`config.mk`:
```
export PLATFORM = sky130hd
export DESIGN_NAME = pcpa_front
export DESIGN_NICKNAME = d
export VERILOG_FILES = /design/src/rtl/pcpa_pkg.sv /design/src/rtl/pcpa_front.sv
export SDC_FILE = /design/constraint.sdc
export NUM_CORES = 1
export LEC_CHECK = 0
export BUFFER_PORTS_ARGS = -buffer_cell sky130_fd_sc_hd__buf_2
export CAP_MARGIN = 20
export CORE_ASPECT_RATIO = 1.1
export CORE_MARGIN = 4
export CORE_UTILIZATION = 45
export DETAILED_ROUTE_END_ITERATION = 12
export PLACE_DENSITY = 0.76
export SLEW_MARGIN = 25
export SYNTH_ARGS = -nofsm -noshare
export SYNTH_HDL_FRONTEND = slang
export SYNTH_SLANG_ARGS = --single-unit
```
`constraint.sdc`:
```
create_clock -name vclk -period 4.9
set_clock_uncertainty 0.2 [all_clocks]
set_input_delay 0.98 -clock vclk [all_inputs]
set_output_delay 0.98 -clock vclk [all_outputs]
set_load 0.01 [all_outputs]
```
`src/rtl/pcpa_pkg.sv`:
```
package pcpa_pkg;

   // Fixed field widths
   localparam int ADDR_W   = 40;
   localparam int TOP_W    = 41;
   localparam int CPU_W    = 3;
   localparam int STATUS_W = 2;
   localparam int CSR_IDX_W = 1;

   // Request opcodes
   localparam logic OP_ALLOC = 1'b0;
   localparam logic OP_FREE  = 1'b1;

   // Response status codes
   localparam logic [STATUS_W-1:0] STATUS_OK       = 2'd0;
   localparam logic [STATUS_W-1:0] STATUS_EMPTY    = 2'd1;
   localparam logic [STATUS_W-1:0] STATUS_BAD_ADDR = 2'd2;

   // Register indexes
   localparam logic [CSR_IDX_W-1:0] CSR_BASE = 1'b0;
   localparam logic [CSR_IDX_W-1:0] CSR_TOP  = 1'b1;

   // Classified command kinds carried from front end to back end
   typedef enum logic [1:0] {
      CMD_ALLOC,
      CMD_FREE,
      CMD_BAD
   } cmd_kind_type;

   localparam int KIND_W = 2;

   // Back end sequencer
   typedef enum logic {
      BACK_EXEC,
      BACK_POP
   } back_state_type;

endpackage

```
`src/rtl/pcpa_front.sv`:
```
module pcpa_front import pcpa_pkg::*; #(
   parameter int NUM_CPUS   = 8,
   parameter int MAX_PAGES  = 32768,
   parameter int PAGE_BYTES = 4096,
   parameter int LIST_W     = (NUM_CPUS > 1) ? $clog2(NUM_CPUS) : 1,
   parameter int PAGE_W     = $clog2(MAX_PAGES),
   parameter int OFF_W      = $clog2(PAGE_BYTES)
) (
   input  logic                            req_op,
   input  logic [CPU_W-1:0]                req_cpu,
   input  logic [ADDR_W-1:0]               req_address,
   input  logic [ADDR_W-1:0]               base_address,
   input  logic [TOP_W-1:0]                top_address,
   output logic [KIND_W+LIST_W+PAGE_W-1:0] cmd_data
);

   localparam int IDX_HI_W = ADDR_W - OFF_W;

   logic [LIST_W-1:0]   cpu_mod;
   logic                aligned;
   logic                ge_base;
   logic                lt_top;
   logic [ADDR_W-1:0]   offset;
   logic [IDX_HI_W-1:0] idx_hi;
   logic                in_range;
   cmd_kind_type        kind;

   // Fold the requesting CPU onto the existing lists
   always_comb begin
      cpu_mod = '0;
      for (int i = 0; i < 8; i++) begin
         if (req_cpu == CPU_W'(i)) begin
            cpu_mod = LIST_W'(i % NUM_CPUS);
         end
      end
   end

   // Address checks for a free
   assign aligned  = (req_address[OFF_W-1:0] == '0);
   assign ge_base  = (req_address >= base_address);
   assign lt_top   = ({1'b0, req_address} < top_address);
   assign offset   = req_address - base_address;
   assign idx_hi   = offset[ADDR_W-1:OFF_W];
   assign in_range = (idx_hi < IDX_HI_W'(MAX_PAGES));

   // Classify
   always_comb begin
      if (req_op == OP_ALLOC) begin
         kind = CMD_ALLOC;
      end else if (aligned && ge_base && lt_top && in_range) begin
         kind = CMD_FREE;
      end else begin
         kind = CMD_BAD;
      end
   end

   assign cmd_data = {kind, cpu_mod, idx_hi[PAGE_W-1:0]};

endmodule

```
==> reports/metrics.csv, run 1 <==
stage,metric,value,unit
timing,hold_violations,0,
finish,regArea,0,um2
worst_setup_path,crit_start,req_address[38],
routing,vias,4853,
power_and_ir_drop,peakVddDrop,56.6,uV
worst_setup_path,start_kind,input port,
timing,tightest_slew,0.730,ns
routing,via_per_inst,5.71,
global_routing,antenna_found_initial,0,
timing,fmax,0.201,GHz
finish,final_nets,969,
finish,drive_above_1_share,44.2,%
routing,dr.pass1.iters,5,
placed_design,port-buffer-count,139,
synthesis,synth-xor-area-share,5.88,%
routing,drtAntennaViolNets,0,
synthesis,synthSimpleGateAreaFrac,21.4,%
placed_design,gp_congestion,0.961,
synthesis,yosysUniqueCellTypes,52,
global_routing,grt_pass1_wl,19.5,mm
synthesis,synthesis.area,0.00343,mm2
routing,drt_iter0_drc,291,
hold_path,whs_path_depth,0,
synthesis,yosysWarnings,0,
finish,clock_buffers,0,
hold_path,hold_class,in -> out,
timing,post-route-period-util,102,%
placed_design,place_hpwl,9.87,mm
finish,seq_cells,0,
synthesis,synthCells,538,
floorplan,dieArea,0.00907,mm2
synthesis,synth_area_leaders,"ha_1, a21oi_1, inv_1",
worst_setup_path,worstSetupPathType,in -> out,
finish,utilization,75.9,%
hold_path,whs_endpoint,cmd_data[16],
synthesis,synth.largest_area_cell,ha_1,
finish,areaGrowthSynthToFinish,64.8,%
worst_setup_path,required,3.72,ns
floorplan,core,0.00743,mm2
global_routing,overflow,0,
timing,slew_violations,0,
timing,setup_viol,2,
synthesis,synth_top_area_share,28.9,%
synthesis,muxShareOfSynthArea,0.584,%
floorplan,dieWidth,91.2,um
timing,post-route-min-period,4.98,ns
finish,final_common_cell,buf_2,
global_routing,grt_max_degree,12,
global_routing,grt_pass1_vias,4544,
routing,wl_per_cell,15.5,um
synthesis,ys_seq_area_share,0,%
power_and_ir_drop,powerDensity,122,mW/mm2
job,drv_cap,0,
synthesis,synth_nets,742,
finish,diodes,0,
floorplan,io_pins,145,
global_routing,grt_use_total,24.7,%
status,status,"complete, but fails checks",
placed_design,place_inst,837,
synthesis,syn_area_per_cell,6.37,um2
status,violations,setup timing,
synthesis,synth_compound_area_share,30.9,%
synthesis,synth_adder_area_share,28.9,%
finish,finalNonFillerCells,850,
worst_setup_path,worstSetupEndpointType,primary output,
timing,rsz0062_at_grt,yes,
finish,final_cell_mix,"buf_2, buf_4, inv_1, a21oi_1, ha_1",
hold_path,hold_start,req_cpu[1],
routing,totalWireLength,13.1,mm
timing,relSlewSlack,50.9,%
power_and_ir_drop,p_leak,2.86,nW
worst_setup_path,crit_fanout,2,
floorplan,rows,33,
floorplan,die_y,99.5,um
timing,setup_ws,-0.0808,ns
routing,remaining_drc_errors,0,
floorplan,initial_core_util,46.1,%
worst_setup_path,arrival,3.80,ns
synthesis,synth_top_family_by_area,compound AO/OA/AOI/OAI gates,
where the power goes:
group          internal (mW)  switching [mW]
clock                      0               0
combinational          0.340           0.351
sequential                 0               0
total                  0.340           0.351
worst max-delay path, cell delays in order:
cell       delay [ns]
buf_4            0.13
ha_4             0.23
a21o_1           0.18
a21oi_2          0.14
nor2_1           0.06
or4_4            0.52
nor3_2           0.17
o2111ai_1        0.13
or4_1            0.44
or3_4            0.37
nor4_2           0.28
buf_2            0.17
Yosys cell counts (all sizes together) (5+ instances only):
| cell type | number |
|---|---|
| o31ai | 6 |
| nor3 | 10 |
| a211oi | 5 |
| nand2 | 50 |
| xnor2 | 14 |
| nand3 | 14 |
| o21ai | 34 |
| xor2 | 9 |
| o211ai | 8 |
| a21o | 9 |
| nand4 | 20 |
| inv | 95 |
| a31oi | 5 |
| ha | 79 |
| nor4 | 7 |
| nand2b | 5 |
| nor2 | 29 |
| a21oi | 76 |
| clkbuf | 15 |
| o21a | 6 |
repair_timing:
action / 4_1_cts / 5_1_grt
resized for setup: 45 / 88
setup buffers: 4 / 9
hold buffers: 0 / 0
setup endpoints to repair: 2 / 2
pin swaps: 19 / 35
layout make-up:
class	count	area [um2]
Fill cell	527	1790
Inverter	95	362
Multi-Input combinational cell	426	3600
Tap cell	87	109
Timing Repair Buffer	242	1580
layer usage:
metal  routed length [um]  vias up  GRT usage, %
met5                    0        -             0
met2                 6800      231          47.6
met1                 5160     2213          29.9
met3                  851       42          2.42
met4                  330        0          3.71
li1                     -     2367             -
kinds of logic (layout without fill, tap and decap cells):
logic type	Yosys count	count (layout)
adders and majority gates	79	79
buffers and inverters	112	337
xor gates and xnor gates	23	23
AOI/OAI and AO/OA	173	173
and+or+nand+nor	149	149
muxes	2	2
through the flow:
step | setup slack, ns | total power, mW | instance area [um2] | setup TNS (ns) | hold slack [ns]
2_1_floorplan | 0.0213 | 0.317 | 3430 | 0 | 1.85
3_3_place_gp | -0.138 | 0.550 | 4840 | -0.271 | 1.76
3_5_place_dp | -0.223 | 0.563 | 4840 | -0.433 | 1.76
4_1_cts | 0.00102 | 0.604 | 5140 | 0 | 1.76
5_1_grt | -0.152 | 0.753 | 5640 | -0.293 | 1.76
6_report | -0.0808 | 0.691 | 5640 | -0.140 | 1.76
how the worst max path moves through the flow:
| stage | to | slack (ns) | cells past startpoint |
|---|---|---|---|
| after floorplan | cmd_data[18] | 0.02 | 11 |
| after global routing | cmd_data[18] | -0.15 | 12 |
| final | cmd_data[18] | -0.08 | 12 |
| after global placement | cmd_data[19] | -0.14 | 12 |
| after detailed placement | cmd_data[19] | -0.22 | 12 |
| after CTS | cmd_data[19] | 0.001 | 12 |
No activity file was read; power rests on OpenSTA's default activity.
==> inputs of run 2 (changes only) <==
Settings changed: BUFFER_PORTS_ARGS -buffer_cell sky130_fd_sc_hd__buf_2 to default, DONT_BUFFER_PORTS from default to 1, PLACE_DENSITY 0.76 to default.
==> reports/metrics.csv, run 2 (synthesized netlist as in run 1, its figures left out) <==
stage,metric,value,unit,change
clock_network,hold_buffers,0,,unchanged
finish,areaGrowthSynthToFinish,21.9,%,
timing,hold_violations,0,,unchanged
placed_design,gp_congestion,0.912,,-5.1%
worst_setup_path,required,3.72,ns,about the same
power_and_ir_drop,switching_share,55.7,%,+4.9 points
finish,final_cell_mix,"inv_1, ha_1, a21oi_1, buf_4, nand2_1",,
power_and_ir_drop,p_leak,2.09,nW,-27%
power_and_ir_drop,power.net_switching,0.279,mW,-21%
worst_setup_path,start_kind,input port,,
finish,finalNonFillerCells,673,,-21%
power_and_ir_drop,p_int,0.222,mW,-35%
placed_design,place_inst,673,,-20%
worst_setup_path,crit_fanout,3,,+1
routing,drt_iter0_drc,113,,-61%
power_and_ir_drop,clock_power_share,0,%,unchanged
routing,remaining_drc_errors,0,,unchanged
timing,rsz0062_at_grt,yes,,
placed_design,place_hpwl,9.30,mm,-5.8%
routing,dr.pass1.iters,4,,-1
power_and_ir_drop,seqPwrFrac,0,%,unchanged
timing,slew_violations,0,,unchanged
finish,drive_above_1_share,18.1,%,-26 points
power_and_ir_drop,peakVddDrop,44.1,uV,-22%
floorplan,core,0.00743,mm2,unchanged
worst_setup_path,endpoint,cmd_data[18],,
global_routing,grt_pass1_vias,3909,,-14%
routing,via_per_inst,5.82,,+2.0%
timing,post-route-min-period,4.79,ns,-0.187 ns
placed_design,dp_slack,-0.280,ns,-0.0575 ns
finish,finalInstanceArea,0.00418,mm2,-26%
timing,post-route-period-util,97.8,%,-3.8 points
finish,seq_cells,0,,unchanged
floorplan,rows,33,,unchanged
global_routing,antenna_found_initial,0,,unchanged
global_routing,overflow,0,,unchanged
placed_design,placed_cell_area,0.00396,mm2,-18%
job,drv_cap,0,,unchanged
global_routing,grt_use_total,21.6,%,-3.1 points
timing,fin_setup_tns,0,ns,+0.140 ns
worst_setup_path,worstSetupEndpointType,primary output,,
floorplan,io_pins,145,,unchanged
timing,fmax,0.209,GHz,+3.9%
finish,clock_buffers,0,,unchanged
routing,drtAntennaViolNets,0,,unchanged
routing,vias,3918,,-19%
worst_setup_path,worstSetupPathType,in -> out,,
global_routing,grt_pass1_wl,17.1,mm,-12%
hold_path,hold_class,in -> out,,
finish,diodes,0,,unchanged
finish,final_common_cell,inv_1,,
floorplan,dieWidth,91.2,um,unchanged
power_and_ir_drop,comb_power_share,100.0,%,about the same
routing,wl_per_cell,15.7,um,+1.6%
power_and_ir_drop,powerDensity,120,mW/mm2,-2.1%
timing,relSlewSlack,58.3,%,+7.4 points
finish,final_nets,792,,-18%
floorplan,die_y,99.5,um,unchanged
routing,totalWireLength,10.6,mm,-20%
status,status,completed,,
power_and_ir_drop,total_power,0.501,mW,-28%
worst_setup_path,crit_start,base_address[8],,
timing,setup_ws,0.106,ns,+0.187 ns
floorplan,initial_core_util,46.1,%,unchanged
global_routing,grt_max_degree,12,,unchanged
placed_design,port-buffer-count,0,,-100%
finish,n_fill_cell,777,,+47%
floorplan,dieArea,0.00907,mm2,unchanged
timing,setup_viol,0,,-2
timing,tightest_slew,0.621,ns,-0.110 ns
worst_setup_path,arrival,3.61,ns,-0.19 ns
finish,regArea,0,um2,unchanged
==> run 2: cell count changes in the layout (fill, tap and decap cells not counted), moves of 3 or more <==
cell     previous run  this run
o21ai_0            22        26
o21ai_1             9         6
ha_4               28         7
a21oi_1            58        66
a21oi_2            15        10
buf_4             102        65
inv_2              12         0
buf_6              16         0
a21oi_4             3         0
inv_1              81        95
nor4_2              4         1
buf_2             123         0
ha_1               50        70
==> run 2: per-layer routing <==
metal,vias up,wire length (um),GRT usage [%],share of wire [%]
met5,-,0,0,0
met3,6,485,2.50,4.6
li1,2026,-,-,-
met4,0,67,1.62,0.63
met2,119,5430,41.8,51
met1,1767,4580,26.5,43
==> run 2: how the worst min path moves through the flow <==
stage                           from      endpoint  cells after the start
after global placement    req_cpu[0]  cmd_data[15]                      0
after detailed placement  req_cpu[0]  cmd_data[15]                      0
final                     req_cpu[1]  cmd_data[16]                      0
after floorplan               req_op  cmd_data[18]                      2
after CTS                 req_cpu[0]  cmd_data[15]                      0
after global routing      req_cpu[1]  cmd_data[16]                      0
==> run 2: power groups by stage <==
stage	clock network (mW)	logic (mW)	registers, mW
after floorplan	0	0.317	0
after global placement	0	0.459	0
after detailed placement	0	0.465	0
after CTS	0	0.477	0
after global routing	0	0.558	0
final	0	0.501	0
==> run 2: timing repair <==
action | CTS | global route
setup endpoints to repair | 2 | 2
pin swaps | 7 | 11
buffers inserted | 0 | 0
resized for setup | 13 | 28
==> run 2: worst max-delay path: stages <==
cell      delay [ns]
inv_1           0.03
ha_1            0.28
buf_4           0.12
nand4_1         0.11
o21bai_1        0.20
a2111o_1        0.45
nand4_1         0.20
a31oi_2         0.14
mux2i_1         0.15
or4_4           0.56
nor4_4          0.24
buf_4           0.16
==> run 2: metrics by stage <==
| stage | hold slack [ns] | utilization, % |
|---|---|---|
| 2_1_floorplan | 1.85 | - |
| 3_3_place_gp | 1.76 | 53.2 |
| 3_5_place_dp | 1.76 | 53.2 |
| 4_1_cts | 1.76 | 54.3 |
| 5_1_grt | 1.76 | 56.2 |
| 6_report | 1.76 | 56.2 |
==> run 2: layout make-up <==
cell class | instances | area (um2) | share of cell area [%]
multi-input combinational | 426 | 3220 | 77.2
inverter | 95 | 357 | 8.54
timing repair buffer | 65 | 488 | 11.7
tap | 87 | 109 | 2.61
