===== src/rtl/pcpa_pkg.sv =====
package pcpa_pkg;

   // Fixed field widths
   localparam int ADDR_W   = 40;
   localparam int TOP_W    = 41;
   localparam int CPU_W    = 3;
   localparam int STATUS_W = 2;
   localparam int CSR_IDX_W = 1;

   // Request opcodes
   localparam logic OP_ALLOC = 1'b0;
   localparam logic OP_FREE  = 1'b1;

   // Response status codes
   localparam logic [STATUS_W-1:0] STATUS_OK       = 2'd0;
   localparam logic [STATUS_W-1:0] STATUS_EMPTY    = 2'd1;
   localparam logic [STATUS_W-1:0] STATUS_BAD_ADDR = 2'd2;

   // Register indexes
   localparam logic [CSR_IDX_W-1:0] CSR_BASE = 1'b0;
   localparam logic [CSR_IDX_W-1:0] CSR_TOP  = 1'b1;

   // Classified command kinds carried from front end to back end
   typedef enum logic [1:0] {
      CMD_ALLOC,
      CMD_FREE,
      CMD_BAD
   } cmd_kind_type;

   localparam int KIND_W = 2;

   // Back end sequencer
   typedef enum logic {
      BACK_EXEC,
      BACK_POP
   } back_state_type;

endpackage


===== src/rtl/pcpa_queue.sv =====
module pcpa_queue import pcpa_pkg::*; #(
   parameter int WIDTH = 8
) (
   input  logic             clock,
   input  logic             reset,
   input  logic             push,
   input  logic [WIDTH-1:0] push_data,
   output logic             full,
   output logic             valid,
   input  logic             pop,
   output logic [WIDTH-1:0] data
);

   // Two-entry FIFO between classifier and executor
   logic [WIDTH-1:0] entry_ff [2];
   logic             wr_ptr_ff;
   logic             rd_ptr_ff;
   logic [1:0]       count_ff;
   logic             wr_ptr_in;
   logic             rd_ptr_in;
   logic [1:0]       count_in;

   assign full  = (count_ff == 2'd2);
   assign valid = (count_ff != 2'd0);
   assign data  = entry_ff[rd_ptr_ff];

   always_comb begin
      wr_ptr_in = push ? ~wr_ptr_ff : wr_ptr_ff;
      rd_ptr_in = pop ? ~rd_ptr_ff : rd_ptr_ff;
      count_in  = count_ff;
      if (push && !pop) begin
         count_in = count_ff + 2'd1;
      end else if (pop && !push) begin
         count_in = count_ff - 2'd1;
      end
   end

   always_ff @(posedge clock) begin
      if (reset) begin
         wr_ptr_ff <= 1'b0;
         rd_ptr_ff <= 1'b0;
         count_ff  <= 2'd0;
      end else begin
         wr_ptr_ff <= wr_ptr_in;
         rd_ptr_ff <= rd_ptr_in;
         count_ff  <= count_in;
      end
   end

   always_ff @(posedge clock) begin
      if (push) begin
         entry_ff[wr_ptr_ff] <= push_data;
      end
   end

endmodule


===== config.mk =====
export PLATFORM = sky130hd
export DESIGN_NAME = pcpa_queue
export DESIGN_NICKNAME = d
export VERILOG_FILES = /design/src/rtl/pcpa_pkg.sv /design/src/rtl/pcpa_queue.sv
export SDC_FILE = /design/constraint.sdc
export NUM_CORES = 1
export LEC_CHECK = 0
export CORE_UTILIZATION = 25
export CTS_BUF_LIST = sky130_fd_sc_hd__clkbuf_8 sky130_fd_sc_hd__clkbuf_16
export DETAILED_ROUTE_END_ITERATION = 8
export DONT_BUFFER_PORTS = 1
export GPL_TIMING_DRIVEN = 0
export SLEW_MARGIN = 15
export SYNTH_ARGS = -nofsm -noshare
export SYNTH_HDL_FRONTEND = slang
export SYNTH_SLANG_ARGS = --single-unit
export TNS_END_PERCENT = 50

===== constraint.sdc =====
create_clock -name clock -period 2.2 [get_ports clock]
set_input_delay 0.11 -clock clock [delete_from_list [all_inputs] [get_ports clock]]
set_output_delay 0.11 -clock clock [all_outputs]
set_load 0.005 [all_outputs]

==> results of run 1 <==
==> power by group through the flow <==
stage	clock (mW)	combinational (mW)	sequential (mW)
6_report	0.238	0.0881	0.469
5_1_grt	0.268	0.0995	0.473
4_1_cts	0.246	0.0908	0.470
3_5_place_dp	0	0.0744	0.479
3_3_place_gp	0	0.0725	0.477
2_1_floorplan	0	0.0623	0.475
==> flip-flops by register name, indices dropped and copies added, names as in the netlist, named ones only <==
name / cells
entry_ff: 16
count_ff: 2
wr_ptr_ff: 1
rd_ptr_ff: 1
==> repair_timing <==
| action | in CTS | in global routing |
|---|---|---|
| endpoints found under the hold margin | 21 | 0 |
| buffers inserted | 0 | 0 |
| hold buffers | 9 | 0 |
==> through the flow <==
stage          cells  hold slack, ns  total power [mW]  area [sq um]
6_report         102         0.00317             0.796           975
5_1_grt          102          0.0382             0.840           975
4_1_cts          102         0.00119             0.807           975
3_5_place_dp      89           0.185             0.553           838
3_3_place_gp      89           0.181             0.549           838
2_1_floorplan     47           0.179             0.538           786
==> cells in the mapped netlist (all sizes together) <==
library cell and n:
dfxtp 5, buf 1, o21ai 1, edfxtp 16, nor2b 1, or2 1, mux2 8, xnor2 2
and2b 1, nor2 4, a21oi 1, ha 1, or3 1, and2 1, xor2 2, inv 1
==> cell families (layout without fill, tap and decap cells) <==
logic type	after synthesis	after routing
AND/OR/NAND/NOR	9	9
multiplexers	8	8
flip-flops	21	21
adder cells (fa/ha/maj)	1	1
AO/OA/AOI/OAI	2	2
XOR/XNOR	4	4
buffers and inverters	2	15
==> worst max-delay path: stages (launching register included) <==
cell and delay, ns:
dfxtp_1 0.30, buf_2 0.21, mux2_2 0.38
==> worst min-delay path by stage <==
stage,to,depth (start not counted)
global placement,count_ff[1],1
finish,wr_ptr_ff,2
CTS,wr_ptr_ff,2
floorplan,count_ff[1],1
global route,wr_ptr_ff,2
detailed placement,rd_ptr_ff,1
==> layout make-up <==
| class | count | area (sq um) |
|---|---|---|
| sequential | 21 | 581 |
| clock inverter | 1 | 5.00 |
| multi-input combinational | 24 | 196 |
| inverter | 1 | 3.75 |
| clock buffer | 3 | 41.3 |
| tap | 42 | 52.6 |
| timing repair buffer | 9 | 90.1 |
| buffer | 1 | 5.00 |
| fill | 291 | 1900 |
==> metal layers <==
metal / wire [um] / part of all wire (%) / vias to the layer above
li1: - / - / 192
met1: 450 / 38 / 182
met2: 584 / 49 / 19
met3: 149 / 13 / 0
met4: 0 / 0 / 0
met5: 0 / 0 / -
==> results.yml, run 1 <==
sta:
  hold_viol_final: 0
  fin_ws_ns: 0.943
  maxClockFrequency_ghz: 0.796
  period_needed_ns: 1.26
  worst_slew_pin_slew_ns: 0.704
  fin_tns_setup_ns: 0
  slew_headroom_pct: 53.0
  rsz0062_at_grt: "false"
  fin_worst_skew_ns: 0.00405
  setup_viol: 0
  period_share_pct: 57.1
  slew_viol_final: 0
worst_setup_path:
  critPathLaunchType: "register"
  r2r-end: "entry_ff[0][7]"
  arrival_ns: 1.15
  crit_end: "data[6]"
  rr_worst_depth: 1
  cp-end-kind: "output pin"
  critPathKind: "register to output pin"
  timing.rr.start: "wr_ptr_ff"
  reg2reg_slack_ns: 0.95
  cp.required_ns: 2.09
  cp_max_fo: 8
yosys:
  synth_fa_ha_area_share_pct: 1.59
  yosys_warnings: 0
  synth_compound_area_share_pct: 1.27
  netlist_area_sq_um: 786
  syn_nets: 60
  netlist_top_cells_area: "edfxtp_1 61%, dfxtp_1 13%, mux2_2 11%, xnor2_1 2.2%, xor2_1 2.2%"
  synth.distinct_cells: 16
  synth_top_area_share_pct: 61.1
  synth_xor_area_share_pct: 4.46
  synth-seq-cells: 21
  synth_top_family_by_area: "multiplexers"
  yosysTopAreaCell: "edfxtp_1"
  muxShareOfSynthArea_pct: 11.5
  avgSynthCellArea_sq_um: 16.7
  synthCells: 47
  ys_seq_area_share_pct: 73.9
  synth-simple-area-share_pct: 6.21
die:
  dieArea_sq_um: 3370
  row_count: 19
  die-height_um: 58.1
  core_area_sq_um: 2880
  ioPinCount: 22
  start_util_pct: 27.3
  die_w_um: 58.1
run:
  cap_violations: 0
global_route:
  grt_max_degree: 13
  grt_use_total_pct: 7.83
  gr-usage-met1_pct: 8.06
  grt_pass1_vias: 458
  overflow: 0
  busiest_layer: "met2"
  grt.met3_usage_pct: 4.69
  grt_antenna_before_repair: 0
  grtUsageMet2_pct: 14.0
  grt_pass1_wl_mm: 1.90
drt:
  via_count: 393
  first_iter_violations: 10
  via_per_inst: 3.85
  drcViolationCount: 3
  dr.pass1.iters: 6
  ant_nets: 0
  post_drt_wl_per_cell_um: 11.6
  routed_wl_mm: 1.18
cts:
  clock_latency_ns: 0.25
  clock_sinks: 21
  cts_tree: "done"
  cts_made_buffers: 3
  cts-root-buf: "clkbuf_8"
  htreeDepth: 1
  clk_path_buf_depth: 2
  clk_pin_slew_ns: 0.07
  cts_resized: 0
min_path:
  hold_class: "input port to register"
  hp-start: "push"
place:
  pre_cts_slack_ns: 0.911
  numPortBuffers: 0
  place.gp.congestion: 0.611
run_status:
  status: "finished, violations left"
  violations: "design-rule violations"
finish:
  drive_gt1_share_pct: 25.0
  synthToLayoutAreaGrowth_pct: 24.0
  final_common_cell: "edfxtp_1"
  insertedDiodeCount: 0
  fin_nets: 74
  final_cell_mix: "16 x edfxtp_1, 9 x dlygate4sd3_1, 8 x mux2_2"
  fin_util_pct: 33.9
power_and_ir_drop:
  powerDensity_nw_per_um2: 816
  combPwrFrac_pct: 11.1
  clockPowerShare_pct: 29.9
  p_leak_nw: 0.345
  switching_share_pct: 20.7
  peakVddDrop_mv: 0.353
  p_int_mw: 0.631
  seq_power_share_pct: 59.0
  switching_power_mw: 0.165
Note: power is estimated with default switching activity, not from simulation.
==> inputs of run 2 (changes only) <==
clock period = 1.2 ns   (was 2.2 ns; I/O delays follow)
==> results.yml, run 2 (same netlist as run 1, synthesis figures left out) <==
run_status:
  status: "finished, violations left"
  violations: "design-rule violations"
die:
  die-height_um: 58.1
  start_util_pct: 27.3
  row_count: 19
  dieArea_sq_um: 3370
  core_area_sq_um: 2880
  die_w_um: 58.1
  ioPinCount: 22
finish:
  final_cell_area_sq_um: 1000
  multi_input_area_sq_um: 199
  largest_reg_flops: 16
  fin_util_pct: 34.9
  final_cell_mix: "16 x edfxtp_1, 11 x dlygate4sd3_1, 8 x mux2_2"
  fillCellCount: 289
  reg_top3: "entry_ff (16), count_ff (2)"
  fin_nets: 76
  max_flop_register: "entry_ff"
  regArea_sq_um: 581
  synthToLayoutAreaGrowth_pct: 27.7
  drive_gt1_share_pct: 25.8
  final_common_cell: "edfxtp_1"
  insertedDiodeCount: 0
worst_setup_path:
  critPathKind: "register to output pin"
  cp_max_fo: 8
  cp-end-kind: "output pin"
  critPathLaunchType: "register"
  cp.required_ns: 1.14
  arrival_ns: 1.07
  reg2reg_slack_ns: 0.10
power_and_ir_drop:
  p_leak_nw: 0.356
  powerDensity_nw_per_um2: 1470
  peakVddDrop_mv: 0.647
sta:
  worst_slew_pin_slew_ns: 0.419
  setup_viol: 0
  period_share_pct: 94.2
  rsz0062_at_grt: "false"
  slew_viol_final: 0
  fin_worst_skew_ns: 0.00411
  hold_viol_final: 0
  slew_headroom_pct: 71.9
  maxClockFrequency_ghz: 0.885
  fin_tns_setup_ns: 0
  period_needed_ns: 1.13
  fin_hold_ws_ns: 0.135
cts:
  cts-root-buf: "clkbuf_8"
  cts_made_buffers: 3
  htreeDepth: 1
  clk_path_buf_depth: 2
  post-cts-setup-buffer-count: 0
  cts_tree: "done"
  clock_latency_ns: 0.25
  clock_sinks: 21
  clk_pin_slew_ns: 0.07
drt:
  ant_nets: 0
  first_iter_violations: 11
  dr.pass1.iters: 6
  via_per_inst: 3.89
  via_count: 405
  routed_wl_mm: 1.20
  drcViolationCount: 3
  post_drt_wl_per_cell_um: 11.5
global_route:
  overflow: 0
  grt_antenna_before_repair: 0
  grt_use_total_pct: 7.87
  grt_pass1_wl_mm: 1.91
  grt_pass1_vias: 461
  grt_max_degree: 13
place:
  dpl_cell_area_sq_um: 838
  numPortBuffers: 0
  place.gp.congestion: 0.611
min_path:
  hold_class: "input port to register"
run:
  cap_violations: 0
run 2: report_power, final:
| part | total, mW | switching [mW] | internal (mW) | leakage [nW] |
|---|---|---|---|---|
| clock network | 0.436 | 0.206 | 0.231 | 0.0255 |
| registers | 0.862 | 0.0220 | 0.840 | 0.192 |
| logic | 0.172 | 0.0768 | 0.0953 | 0.138 |
run 2: through the flow:
stage | instances | worst slack, ns | power, mW
2_1_floorplan | 47 | 0.112 | 0.986
3_3_place_gp | 89 | -0.0635 | 1.01
3_5_place_dp | 89 | -0.0894 | 1.01
4_1_cts | 104 | 0.0315 | 1.49
5_1_grt | 104 | 0.0190 | 1.55
6_report | 104 | 0.0700 | 1.47
run 2: path summary, 6_finish.rpt:
path | start | endpoint | cells past startpoint
max reg2reg | wr_ptr_ff | entry_ff[1][7] | 1
max | register | data[6] | 2
min reg2reg | rd_ptr_ff | register | 2
min | push | count_ff[0] | 3
run 2: timing repair:
action                                  in CTS  in global routing
hold endpoints to repair                    21                  0
endpoints found under the setup margin      16                  3
hold buffers                                11                  0
resized for setup                            2                  1
pin swaps                                    0                  0
run 2: critical path, stage by stage, from the launching register on:
cell     delay [ns]
dfxtp_1        0.32
buf_6          0.14
mux2_2         0.36
run 2: area by class of cell:
| class | count | share of cell area (%) |
|---|---|---|
| well taps | 42 | 5.24 |
| repair buffers | 11 | 11.0 |
| flip-flops and latches | 21 | 57.9 |
| clock buffers | 3 | 4.11 |
| plain buffers | 1 | 1.12 |
| inverters | 1 | 0.374 |
| clock inverters | 1 | 0.499 |
| multi-input cells | 24 | 19.8 |
run 2: metal layers:
| metal | up-vias | routed length [um] | GRT usage, % |
|---|---|---|---|
| met5 | - | 0 | 0 |
| met4 | 0 | 0 | 1.02 |
| met3 | 0 | 147 | 4.69 |
| met2 | 19 | 601 | 14.3 |
| met1 | 189 | 447 | 7.92 |
| li1 | 197 | - | - |
==> inputs of run 3 (changes only) <==
==> constraint.sdc (replaced) <==
create_clock -name clock -period 1.2 [get_ports clock]
set_input_delay 0.12 -clock clock [delete_from_list [all_inputs] [get_ports clock]]
set_output_delay 0.12 -clock clock [all_outputs]
set_load 0.005 [all_outputs]
==> results.yml, run 3 (same netlist as run 1, synthesis figures left out) <==
finish:
  final_cell_mix: "16 x edfxtp_1, 9 x dlygate4sd3_1, 8 x mux2_4"
  largest_reg_flops: 16
  multi_input_area_sq_um: 229
  fin_nets: 74
  fin_cells: 102
  synthToLayoutAreaGrowth_pct: 29.6
  insertedDiodeCount: 0
  fillCellCount: 288
  final_common_cell: "edfxtp_1"
  drive_gt1_share_pct: 28.3
  regArea_sq_um: 582
  fin_util_pct: 35.4
  reg_top3: "entry_ff (16), count_ff (2)"
  max_flop_register: "entry_ff"
drt:
  ant_nets: 0
  via_per_inst: 3.90
  via_count: 398
  post_drt_wl_per_cell_um: 11.6
  routed_wl_mm: 1.18
  dr.pass1.iters: 6
  drcViolationCount: 3
  first_iter_violations: 8
worst_setup_path:
  cp_max_fo: 8
  rr_worst_depth: 1
  arrival_ns: 1.04
  critPathKind: "register to output pin"
  critPathLaunchType: "register"
  cp_slowest_stage_delay_ns: 0.33
  timing.rr.start: "wr_ptr_ff"
  crit_chain: "buf_8 -> mux2_4"
  cp-end-kind: "output pin"
  reg2reg_slack_ns: 0.10
  cp_slowest_cell: "dfxtp_2"
  r2r-end: "entry_ff[1][7]"
  cp.required_ns: 1.08
run:
  cap_violations: 0
sta:
  slew_headroom_pct: 72.1
  fin_tns_setup_ns: 0
  maxClockFrequency_ghz: 0.862
  fin_worst_skew_ns: 0.00291
  period_share_pct: 96.7
  slew_viol_final: 0
  setup_viol: 0
  hold_viol_final: 0
  worst_slew_pin_slew_ns: 0.416
  period_needed_ns: 1.16
  rsz0062_at_grt: "true"
  fin_hold_ws_ns: 0.0129
cts:
  clock_sinks: 21
  cts_tree: "done"
  htreeDepth: 1
  cts_made_buffers: 3
  clk_pin_slew_ns: 0.07
  clk_path_buf_depth: 2
  post-cts-setup-buffer-count: 0
  cts-root-buf: "clkbuf_8"
  clock_latency_ns: 0.25
run_status:
  status: "finished, violations left"
  violations: "design-rule violations"
die:
  ioPinCount: 22
  row_count: 19
  die-height_um: 58.1
  core_area_sq_um: 2880
  die_w_um: 58.1
  start_util_pct: 27.3
  dieArea_sq_um: 3370
global_route:
  grt_antenna_before_repair: 0
  grt_pass1_vias: 458
  overflow: 0
  grt_max_degree: 13
  grt_use_total_pct: 7.83
  grt_pass1_wl_mm: 1.90
min_path:
  whs_path_depth: 2
  hold_class: "input port to register"
  min_to: "wr_ptr_ff"
  hp-start: "push"
place:
  dp_cells: 89
  place.gp.congestion: 0.611
  numPortBuffers: 0
power_and_ir_drop:
  p_leak_nw: 0.379
  powerDensity_nw_per_um2: 1460
  peakVddDrop_mv: 0.645
  p_total_mw: 1.49
## run 3: cell types whose count changed in the layout (fill, tap and decap cells not counted)
cell and change:
buf_6 -1, buf_8 +1, dfxtp_1 -1, dfxtp_2 +1, dlygate4sd3_1 -2, mux2_2 -8, mux2_4 +8
## run 3: worst max-delay path by stage
stage	slack (ns)	start	to
after floorplan	0.11	wr_ptr_ff	entry_ff[0][0]
after global placement	-0.06	wr_ptr_ff	entry_ff[0][4]
after detailed placement	-0.09	wr_ptr_ff	entry_ff[0][2]
after CTS	-0.007	register	data[6]
after global routing	-0.002	register	data[6]
final	0.04	register	data[6]
## run 3: repair_timing
action / in CTS / in global routing
hold endpoints to repair: 21 / 0
hold buffers: 9 / 0
cloned: 0 / 0
pin swaps: 0 / 0
gates resized for setup: 3 / 10
setup endpoints to repair: 16 / 8
## run 3: area by class of cell
class,instances,share of cell area (%)
flip-flops and latches,21,57.1
multi-input cells,24,22.5
repair buffers,9,8.85
well taps,42,5.16
clock buffers,3,4.05
plain buffers,1,1.47
clock inverters,1,0.491
inverters,1,0.369
## run 3: metal layers
layer / track usage (%) / vias up / part of all wire (%)
li1: - / 193 / -
met1: 8.06 / 184 / 40
met2: 14.0 / 21 / 50
met3: 4.69 / 0 / 9.7
met4: 1.02 / 0 / 0
met5: 0 / - / 0
## run 3: per-stage QoR
| step | instance area, sq um | setup WS, ns |
|---|---|---|
| after global routing | 1020 | -0.00162 |
| after CTS | 983 | -0.00723 |
| after detailed placement | 838 | -0.0894 |
| after floorplan | 786 | 0.112 |
| final | 1020 | 0.0393 |
| after global placement | 838 | -0.0635 |
## run 3: critical path: cells and delay by family (launching register included)
| kind | cells | cell delay [ns] |
|---|---|---|
| buffers and inverters | 1 | 0.14 |
| flip-flops | 1 | 0.33 |
| multiplexers | 1 | 0.32 |
## run 3: power by group
| group | switching (mW) | internal [mW] |
|---|---|---|
| clock network | 0.204 | 0.230 |
| registers | 0.0245 | 0.841 |
| logic | 0.0785 | 0.111 |
